## src/rtl/link_quality_drop_monitor_unit_macros.svh

```systemverilog
// assertion macros for the link quality drop monitor
// used by the top level; needs a clock named clock and a reset named reset in scope
`ifndef LINK_QUALITY_DROP_MONITOR_UNIT_MACROS_SVH
`define LINK_QUALITY_DROP_MONITOR_UNIT_MACROS_SVH

// same-cycle implication, disabled during reset
`define LQDM_ASSERT_NOW(label, ante, cons, msg) \
   label: assert property (@(posedge clock) disable iff (reset) (ante) |-> (cons)) \
      else $error(msg);

// next-cycle implication, disabled during reset
`define LQDM_ASSERT_NEXT(label, ante, cons, msg) \
   label: assert property (@(posedge clock) disable iff (reset) (ante) |=> (cons)) \
      else $error(msg);

`endif

```

## src/rtl/lqdm_pkg.sv

```systemverilog
// shared types, constants and helpers for the link quality drop monitor
// no dependencies
`default_nettype none

package lqdm_pkg;

   localparam int TimeWidth    = 48;
   localparam int RttWidth     = 16;
   localparam int LossWidth    = 8;
   localparam int PctWidth     = 7;
   localparam int RateWidth    = 32;
   localparam int CsrIdxWidth  = 3;
   localparam int CsrDataWidth = 32;
   localparam int ReqDataWidth = 136;
   localparam int RspDataWidth = 64;
   localparam int ReqUsedWidth = 134;
   localparam int RspUsedWidth = 59;

   // register reset values
   localparam logic [15:0] UpdatePeriodReset  = 16'd1000;
   localparam logic [6:0]  DropLossPctReset   = 7'd40;
   localparam logic [15:0] DropRttReset       = 16'd800;
   localparam logic [6:0]  RecoverLossReset   = 7'd30;
   localparam logic [15:0] RecoverRttReset    = 16'd500;
   localparam logic [15:0] RecoverHoldReset   = 16'd5000;
   localparam logic [31:0] VideoBitrateReset  = 32'd1000000;

   // register indexes
   typedef enum logic [CsrIdxWidth-1:0] {
      CSR_UPDATE_PERIOD = 3'd0,
      CSR_DROP_LOSS     = 3'd1,
      CSR_DROP_RTT      = 3'd2,
      CSR_RECOVER_LOSS  = 3'd3,
      CSR_RECOVER_RTT   = 3'd4,
      CSR_RECOVER_HOLD  = 3'd5,
      CSR_VIDEO_BITRATE = 3'd6
   } csr_index_type;

   // input beat, first field in the highest bits
   typedef struct packed {
      logic [RateWidth-1:0] audio_bitrate;
      logic                 audio_estimate_valid;
      logic [LossWidth-1:0] audio_loss;
      logic                 audio_loss_valid;
      logic [RttWidth-1:0]  audio_rtt_ms;
      logic                 audio_alive;
      logic [LossWidth-1:0] video_loss;
      logic                 video_loss_valid;
      logic [RttWidth-1:0]  video_rtt_ms;
      logic                 video_alive;
      logic                 video_present;
      logic [TimeWidth-1:0] now_ms;
   } req_beat_type;

   // result beat, first field in the highest bits
   typedef struct packed {
      logic [RateWidth-1:0] new_bitrate;
      logic                 new_bitrate_valid;
      logic                 drop_video;
      logic [LossWidth-1:0] smoothed_loss;
      logic [RttWidth-1:0]  smoothed_rtt;
      logic                 updated;
   } rsp_beat_type;

   // configuration as seen by the update logic
   typedef struct packed {
      logic [15:0]          update_period_ms;
      logic [PctWidth-1:0]  drop_loss_pct;
      logic [RttWidth-1:0]  drop_rtt_ms;
      logic [PctWidth-1:0]  recover_loss_pct;
      logic [RttWidth-1:0]  recover_rtt_ms;
      logic [15:0]          recover_hold_ms;
      logic [RateWidth-1:0] video_bitrate;
   } cfg_type;

   // floor(loss * 100 / 255) > pct  <=>  loss * 100 >= (pct + 1) * 255
   function automatic logic loss_pct_over(input logic [LossWidth-1:0] loss,
                                          input logic [PctWidth-1:0] pct);
      logic [15:0] scaled;
      logic [15:0] step;
      logic [15:0] limit;
      scaled = {8'd0, loss} * 16'd100;
      step   = {8'd0, 1'b0, pct} + 16'd1;
      limit  = {step[7:0], 8'd0} - step;
      return scaled >= limit;
   endfunction

endpackage

`default_nettype wire

```

## src/rtl/lqdm_update.sv

```systemverilog
// quality update: smoothing, drop and restore decision, held link state
// depends on lqdm_pkg
`default_nettype none

module lqdm_update (
   input  wire logic                  clock,
   input  wire logic                  reset,
   input  wire logic                  step_en,
   input  wire lqdm_pkg::req_beat_type beat,
   input  wire lqdm_pkg::cfg_type      cfg,
   output lqdm_pkg::rsp_beat_type      result
);
   import lqdm_pkg::*;

   logic [TimeWidth-1:0] last_time_ff, last_time_in;
   logic [RttWidth-1:0]  rtt_mean_ff, rtt_mean_in;
   logic [LossWidth-1:0] loss_mean_ff, loss_mean_in;
   logic                 dropping_ff, dropping_in;
   logic [TimeWidth-1:0] recover_start_ff, recover_start_in;

   logic [TimeWidth-1:0] since_last;
   logic [TimeWidth-1:0] since_recover;
   logic                 do_update;
   logic                 have_rtt, use_video_loss, have_loss;
   logic [RttWidth-1:0]  rtt_sample;
   logic [LossWidth-1:0] loss_sample;
   logic [RttWidth:0]    rtt_sum;
   logic [LossWidth:0]   loss_sum;
   logic [RttWidth-1:0]  rtt_new;
   logic [LossWidth-1:0] loss_new;
   logic                 link_bad, drop_now, hold_done;
   logic [RateWidth-1:0] rate_cap;
   logic                 nb_valid;
   logic [RateWidth-1:0] nb;

   // elapsed times, modulo 2^48
   assign since_last    = beat.now_ms - last_time_ff;
   assign since_recover = beat.now_ms - recover_start_ff;
   assign do_update     = (last_time_ff == '0) ||
                          (since_last > {{(TimeWidth-16){1'b0}}, cfg.update_period_ms});

   // sample selection, video first then audio
   assign have_rtt       = beat.video_alive | beat.audio_alive;
   assign rtt_sample     = beat.video_alive ? beat.video_rtt_ms : beat.audio_rtt_ms;
   assign use_video_loss = beat.video_alive & beat.video_loss_valid;
   assign have_loss      = use_video_loss | (beat.audio_alive & beat.audio_loss_valid);
   assign loss_sample    = use_video_loss ? beat.video_loss : beat.audio_loss;

   // half-and-half running means
   assign rtt_sum  = {1'b0, rtt_mean_ff} + {1'b0, rtt_sample};
   assign loss_sum = {1'b0, loss_mean_ff} + {1'b0, loss_sample};
   assign rtt_new  = have_rtt ? rtt_sum[RttWidth:1] : rtt_mean_ff;
   assign loss_new = have_loss ? loss_sum[LossWidth:1] : loss_mean_ff;

   // threshold checks on the new means
   assign link_bad  = loss_pct_over(loss_new, cfg.recover_loss_pct) ||
                      (rtt_new > cfg.recover_rtt_ms);
   assign drop_now  = loss_pct_over(loss_new, cfg.drop_loss_pct) ||
                      (rtt_new > cfg.drop_rtt_ms);
   assign hold_done = since_recover > {{(TimeWidth-16){1'b0}}, cfg.recover_hold_ms};
   assign rate_cap  = cfg.video_bitrate >> 1;

   // next state and restore bitrate
   always_comb begin
      last_time_in     = last_time_ff;
      rtt_mean_in      = rtt_mean_ff;
      loss_mean_in     = loss_mean_ff;
      dropping_in      = dropping_ff;
      recover_start_in = recover_start_ff;
      nb_valid         = 1'b0;
      nb               = '0;
      if (do_update) begin
         last_time_in = beat.now_ms;
         rtt_mean_in  = rtt_new;
         loss_mean_in = loss_new;
         if (dropping_ff) begin
            if (link_bad) begin
               recover_start_in = '0;
            end else if (recover_start_ff == '0) begin
               recover_start_in = beat.now_ms;
            end else if (hold_done) begin
               dropping_in = 1'b0;
               if (beat.video_present && beat.audio_estimate_valid) begin
                  nb_valid = 1'b1;
                  nb       = (beat.audio_bitrate > rate_cap) ? rate_cap : beat.audio_bitrate;
               end
            end
         end else begin
            dropping_in      = drop_now;
            recover_start_in = '0;
         end
      end
   end

   // link state
   always_ff @(posedge clock) begin
      if (reset) begin
         last_time_ff     <= '0;
         rtt_mean_ff      <= '0;
         loss_mean_ff     <= '0;
         dropping_ff      <= 1'b0;
         recover_start_ff <= '0;
      end else if (step_en) begin
         last_time_ff     <= last_time_in;
         rtt_mean_ff      <= rtt_mean_in;
         loss_mean_ff     <= loss_mean_in;
         dropping_ff      <= dropping_in;
         recover_start_ff <= recover_start_in;
      end
   end

   // result of this beat
   always_comb begin
      result.updated           = do_update;
      result.smoothed_rtt      = rtt_mean_in;
      result.smoothed_loss     = loss_mean_in;
      result.drop_video        = dropping_in;
      result.new_bitrate_valid = nb_valid;
      result.new_bitrate       = nb;
   end

endmodule

`default_nettype wire

```

## src/rtl/link_quality_drop_monitor_unit.sv

```systemverilog
// top level of the link quality drop monitor: stream ports, registers, pipeline
// depends on lqdm_pkg, lqdm_update and link_quality_drop_monitor_unit_macros.svh
//
//   channel  | ports                       | payload
//   ---------+-----------------------------+------------------------------------
//   request  | req_tvalid/tready/tdata     | one time tick with session reports
//   response | rsp_tvalid/tready/tdata     | one quality result per tick
//   csr      | csr_wen/index/wdata         | seven period, hold, threshold and rate registers
//
// one tick a cycle while the response is not stalled; a tick is held in the input
// register and is then loaded into the result register, from which its result is
// offered. the input and result registers hold each tick in turn; the update
// logic between them is one pass.
// synchronous reset restores the register defaults and clears the link state.
// a stalled response holds the result; the input register still drains into
// it as soon as it is taken.
`default_nettype none
`include "link_quality_drop_monitor_unit_macros.svh"

module link_quality_drop_monitor_unit (
   input  wire logic                              clock,
   input  wire logic                              reset,
   // request: now_ms, video_present, video_alive, video_rtt_ms, video_loss_valid,
   // video_loss, audio_alive, audio_rtt_ms, audio_loss_valid, audio_loss,
   // audio_estimate_valid, audio_bitrate, zero pad
   input  wire logic                              req_tvalid,
   output logic                                   req_tready,
   input  wire logic [lqdm_pkg::ReqDataWidth-1:0] req_tdata,
   // response: updated, smoothed_rtt, smoothed_loss, drop_video,
   // new_bitrate_valid, new_bitrate, zero pad
   output logic                                   rsp_tvalid,
   input  wire logic                              rsp_tready,
   output logic [lqdm_pkg::RspDataWidth-1:0]      rsp_tdata,
   // register writes
   input  wire logic                              csr_wen,
   input  wire logic [lqdm_pkg::CsrIdxWidth-1:0]  csr_index,
   input  wire logic [lqdm_pkg::CsrDataWidth-1:0] csr_wdata
);
   import lqdm_pkg::*;

   cfg_type      cfg_ff;
   req_beat_type in_beat_ff;
   logic         in_valid_ff;
   rsp_beat_type out_beat_ff;
   logic         out_valid_ff;
   rsp_beat_type result;
   logic         advance;

   // register file
   always_ff @(posedge clock) begin
      if (reset) begin
         cfg_ff.update_period_ms <= UpdatePeriodReset;
         cfg_ff.drop_loss_pct    <= DropLossPctReset;
         cfg_ff.drop_rtt_ms      <= DropRttReset;
         cfg_ff.recover_loss_pct <= RecoverLossReset;
         cfg_ff.recover_rtt_ms   <= RecoverRttReset;
         cfg_ff.recover_hold_ms  <= RecoverHoldReset;
         cfg_ff.video_bitrate    <= VideoBitrateReset;
      end else if (csr_wen) begin
         unique case (csr_index)
            CSR_UPDATE_PERIOD: cfg_ff.update_period_ms <= csr_wdata[15:0];
            CSR_DROP_LOSS:     cfg_ff.drop_loss_pct    <= csr_wdata[PctWidth-1:0];
            CSR_DROP_RTT:      cfg_ff.drop_rtt_ms      <= csr_wdata[RttWidth-1:0];
            CSR_RECOVER_LOSS:  cfg_ff.recover_loss_pct <= csr_wdata[PctWidth-1:0];
            CSR_RECOVER_RTT:   cfg_ff.recover_rtt_ms   <= csr_wdata[RttWidth-1:0];
            CSR_RECOVER_HOLD:  cfg_ff.recover_hold_ms  <= csr_wdata[15:0];
            CSR_VIDEO_BITRATE: cfg_ff.video_bitrate    <= csr_wdata[RateWidth-1:0];
            default: begin
            end
         endcase
      end
   end

   // pipeline handshake
   assign advance    = in_valid_ff && (!out_valid_ff || rsp_tready);
   assign req_tready = !in_valid_ff || advance;

   // input register
   always_ff @(posedge clock) begin
      if (reset) begin
         in_valid_ff <= 1'b0;
      end else if (req_tready) begin
         in_valid_ff <= req_tvalid;
      end
   end

   always_ff @(posedge clock) begin
      if (req_tready && req_tvalid) begin
         in_beat_ff <= req_beat_type'(req_tdata[ReqUsedWidth-1:0]);
      end
   end

   lqdm_update u_update (
      .clock   (clock),
      .reset   (reset),
      .step_en (advance),
      .beat    (in_beat_ff),
      .cfg     (cfg_ff),
      .result  (result)
   );

   // result register
   always_ff @(posedge clock) begin
      if (reset) begin
         out_valid_ff <= 1'b0;
      end else if (advance) begin
         out_valid_ff <= 1'b1;
      end else if (rsp_tready) begin
         out_valid_ff <= 1'b0;
      end
   end

   always_ff @(posedge clock) begin
      if (advance) begin
         out_beat_ff <= result;
      end
   end

   assign rsp_tvalid = out_valid_ff;
   assign rsp_tdata  = {{(RspDataWidth-RspUsedWidth){1'b0}}, out_beat_ff};

   // checks
   `LQDM_ASSERT_NOW(a_restore_clears_drop, rsp_tvalid && out_beat_ff.new_bitrate_valid,
      !out_beat_ff.drop_video && out_beat_ff.updated, "restore beat still dropping")
   `LQDM_ASSERT_NOW(a_bitrate_zero_when_invalid,
      rsp_tvalid && !out_beat_ff.new_bitrate_valid,
      out_beat_ff.new_bitrate == '0, "bitrate set without a restore")
   `LQDM_ASSERT_NOW(a_ready_when_empty, !out_valid_ff, req_tready,
      "input stalled with an empty result register")
   `LQDM_ASSERT_NEXT(a_tick_reaches_result, advance, out_valid_ff,
      "tick lost between the registers")

endmodule

`default_nettype wire
```

## config.mk

```make
export PLATFORM = sky130hd
export DESIGN_NAME = link_quality_drop_monitor_unit
export DESIGN_NICKNAME = d
export VERILOG_FILES = /design/src/rtl/lqdm_pkg.sv /design/src/rtl/lqdm_update.sv /design/src/rtl/link_quality_drop_monitor_unit.sv
export VERILOG_INCLUDE_DIRS = /design/src /design/src/rtl
export SDC_FILE = /design/constraint.sdc
export NUM_CORES = 1
export LEC_CHECK = 0
export BUFFER_PORTS_ARGS = -buffer_cell sky130_fd_sc_hd__buf_2
export CAP_MARGIN = 40
export CORE_AREA = 2 2 253 205
export DETAILED_ROUTE_END_ITERATION = 6
export DIE_AREA = 0 0 255 207
export PLACE_DENSITY = 0.79
export SYNTH_ARGS = -nofsm -noshare
export SYNTH_HDL_FRONTEND = slang
export SYNTH_SLANG_ARGS = --single-unit
```

## constraint.sdc

```tcl
create_clock -name clock -period 6.2 [get_ports clock]
set_input_delay 0.31 -clock clock [delete_from_list [all_inputs] [get_ports clock]]
set_output_delay 0.31 -clock clock [all_outputs]
set_load 0.005 [all_outputs]
```

==> impl_metrics.csv <==
group,metric,value,unit
outcome,outcome,"finished, violations left",
outcome,failed_checks,"setup timing",
floorplanning,num_rows,74,
synthesis,synth_seq_cells,425,
floorplanning,die_w,255,µm
sta,worst_rel_slew_slack,39.2,%
synthesis,synth_seq_area_share,38.2,%
clocking,htree_num_levels,2,
placement,port_buffers,234,
grt,number_of_antenna_violations_at_the_first_check_in_global_routing,7,
synthesis,synth_edf_count,193,
pwr,finalPower,8.25,mW
cells_and_area,fillers,3763,
pwr,clock_power_share,33.9,%
critical_path,setup.reg_to_reg.worst_slack,-380,ps
pwr,net_switching_component_of_the_power,2.56,mW
sta,fin_crit,6580,ps
grt,global_route_wire_length_before_repair,134000,µm
pwr,power_frac_seq,38.6,%
floorplanning,io-pin-count,242,
pwr,comb_power_share,27.5,%
min_path,hp-class,"input port to flop",
critical_path,critical_path.endpoint_type,"flop",
sta,final.hold.worst_slack,15.3,ps
sta,worst_pin_slew,889,ps
detailed_routing,wl_per_cell,20.8,µm
clocking,cts_root_buf,"clkbuf_16",
pwr,ir_drop,0.193,mV
synthesis,synth.top_cells.by_area,"edfxtp_1 (21%), dfxtp_1 (17%), ha_1 (12%)",
sta,final_min_period_over_clock_period,106,%
cells_and_area,area_delta_synth_final,23.0,%
grt,globalRouteOverflowTotal,0,
detailed_routing,routed_wl,87400,µm
detailed_routing,drt_iter0_drc,3125,
synthesis,yosys.cell_types.count,80,
synthesis,post_synth_instance_area,27400,µm²
clocking,clock_path_buffers,3,
cells_and_area,post_route_cells_drive_above_1_share,16.1,%
critical_path,cell_at_the_slowest_stage_of_the_critical_path,"fa_1",
placement,dp.final_hpwl,59000,µm
synthesis,synthArstFlopShare,0,%
sta,final.setup_skew,29.1,ps
sta,finalHoldViolations,0,
cells_and_area,finish.net_count,3929,
detailed_routing,vias,25500,
clocking,tritoncts,"done",
pwr,leakage,13.7,nW
sta,maxClockFrequency,0.152,GHz
cells_and_area,layout_commonest_cell,"nand2_1",
synthesis,yosys_warnings,0,
cells_and_area,layout.area.seq,10400,µm²
clocking,clkTransAtPathRegs,70,ps
critical_path,criticalPathCategory,"flop to flop",
detailed_routing,ant_nets,0,
clocking,clk-insertion-delay-late,590,ps
detailed_routing,vias_per_cell,6.07,
synthesis,synth.largest_area_cell,"edfxtp_1",
sta,finalSetupViolCount,81,
critical_path,worst_setup_path_start_kind,"flop",
critical_path,required_time_at_the_endpoint_of_the_critical_path,6650,ps
grt,grt_pass1_vias,24200,
detailed_routing,detail_route.first_pass.iterations,6,
pwr,power.share.switching,31.1,%
sta,post-route-worst-setup-slack,-384,ps
sta,rsz_0062_raised_after_global_routing,"true",
critical_path,worst-path-max-fanout,8,
grt,grtUsageTotal,31.9,%
synthesis,avgSynthCellArea,8.90,µm²
sta,maxSlewViolCount,0,
floorplanning,area_of_the_core,50500,µm²
critical_path,worst_ep_arrival_time,7030,ps
job,cap_viol_max_count,0,
floorplanning,floorplan.die.height,207,µm
synthesis,postSynthCellCount,3072,
floorplanning,start_util,54.2,%
placement,finalWeightedCongestion,0.992,
critical_path,critical-path-max-stage-delay,490,ps
pwr,internal_power,5.68,mW
clocking,cts_sink_count,425,
detailed_routing,post-route-drc-count,0,
synthesis,synthFlopType,"dfxtp_1",
cells_and_area,final_cell_mix,"nand2_1 (345), ha_1 (258), a21oi_1 (257), inv_1 (237), buf_2 (233)",
grt,maximum_number_of_pins_on_one_net_before_global_route_repair,60,
pwr,cellPowerDensity,245,nW/µm²
synthesis,synthDominantCellAreaShare,21.2,%
clocking,tritoncts.num_buffers,44,
floorplanning,fp.dieArea,52800,µm²
cells_and_area,multi_input_area,16100,µm²
-- sequential cells by signal, summed over array words and instances (netlist names) --
register                   count
in_beat_ff                   134
u_update.rtt_mean_ff          16
in_valid_ff                    1
u_update.dropping_ff           1
u_update.recover_start_ff     48
u_update.loss_mean_ff          8
rsp_tdata                     59
rsp_tvalid                     1
u_update.last_time_ff         48
cfg_ff                       109
-- per-stage QoR --
| step | instance area, µm² | TNS [ps] | cells | utilization (%) | setup slack, ps |
|---|---|---|---|---|---|
| floorplan | 27400 | 0 | 3077 | - | 0.0462 |
| global placement | 29600 | -10290 | 3934 | 58.6 | -183 |
| detailed placement | 29600 | -28620 | 3937 | 58.7 | -388 |
| CTS | 33300 | -3290 | 4187 | 65.9 | -89.4 |
| global route | 33600 | -40810 | 4201 | 66.6 | -563 |
| finish | 33600 | -26180 | 4202 | 66.7 | -384 |
-- logic make-up after synthesis --
logic type	count (synthesis)	share of synthesized area (%)
AOI/OAI and AO/OA	791	18.5
xor gates and xnor gates	91	2.91
adders and majority gates	276	12.8
buffers and inverters	379	5.36
DFF	425	38.2
muxes	148	5.63
other	1	0.0137
and+or+nand+nor	961	16.6
-- repair_timing --
| item | in CTS | in global routing |
|---|---|---|
| resized for setup | 71 | 68 |
| buffers inserted | 12 | 7 |
| endpoints found under the hold margin | 150 | 0 |
| pin swaps | 59 | 43 |
| hold buffers | 150 | 0 |
| cloned | 8 | 2 |
| setup endpoints to repair | 82 | 155 |
-- power by group through the flow --
stage                     Sequential (mW)  Clock (mW)  Combinational, mW
final                                3.19        2.79               2.27
after global routing                 3.19        2.91               2.48
after CTS                            3.17        2.79               2.14
after detailed placement             3.23           0               1.92
after global placement               3.23           0               1.89
after floorplan                      3.20           0               1.32
-- path summary, 6_finish.rpt --
check	start	to	cells after the start
worst max-delay path	in_beat_ff[49]$_DFFE_PP_	rsp_tdata[55]$_SDFFCE_PP0P_	33
worst min-delay path	csr_wdata[31]	cfg_ff[31]$_SDFFE_PP0P_	3
worst max register to register	in_beat_ff[49]$_DFFE_PP_	rsp_tdata[55]$_SDFFCE_PP0P_	33
worst min register to register	cfg_ff[36]$_SDFFE_PP0P_	cfg_ff[36]$_SDFFE_PP0P_	2
-- worst max-delay path: cells and delay by family (launching register included) --
family / cells / cell delay, ps
buffers and inverters: 5 / 770
and+or+nand+nor: 11 / 1430
xor gates and xnor gates: 1 / 110
DFF: 1 / 460
adders and majority gates: 6 / 1840
AOI/OAI and AO/OA: 10 / 1800
-- Yosys cell counts, types with 17 or more instances --
| cell type | count |
|---|---|
| a21oi_1 | 266 |
| dfxtp_1 | 232 |
| nor2b_1 | 27 |
| nand2b_1 | 25 |
| a21o_1 | 70 |
| edfxtp_1 | 193 |
| o211ai_1 | 45 |
| mux2_2 | 46 |
| a211oi_1 | 23 |
| xnor2_1 | 61 |
| o21ai_0 | 135 |
| nor2_1 | 242 |
| clkbuf_1 | 111 |
| ha_1 | 269 |
| a22o_1 | 50 |
| nor3_1 | 43 |
| mux2i_1 | 102 |
| xor2_1 | 30 |
| and2_1 | 17 |
| a31oi_1 | 22 |
| nor4_1 | 36 |
| o21bai_1 | 22 |
| nand4_1 | 74 |
| o21a_1 | 32 |
| and3_1 | 26 |
| nand2_1 | 347 |
| nand3_1 | 49 |
| inv_1 | 244 |
-- routing by layer --
layer / vias up / wire length (µm) / GRT usage [%]
met1: 11900 / 37600 / 46.2
met5: - / 0 / 0
met2: 1403 / 38000 / 47.5
met3: 227 / 8440 / 5.25
li1: 11900 / - / -
met4: 0 / 3400 / 12.1
-- area by class of cell --
type                       instances  share of cell area (%)
multi-input combinational       2273                    47.8
sequential                       425                    31.0
timing repair buffer             489                    11.3
clock buffer                      62                    3.88
inverter                         244                    2.75
tap                              684                    2.54
clock inverter                    18                   0.636
antenna                            7                  0.0521
(Power assumes the default switching activity.)
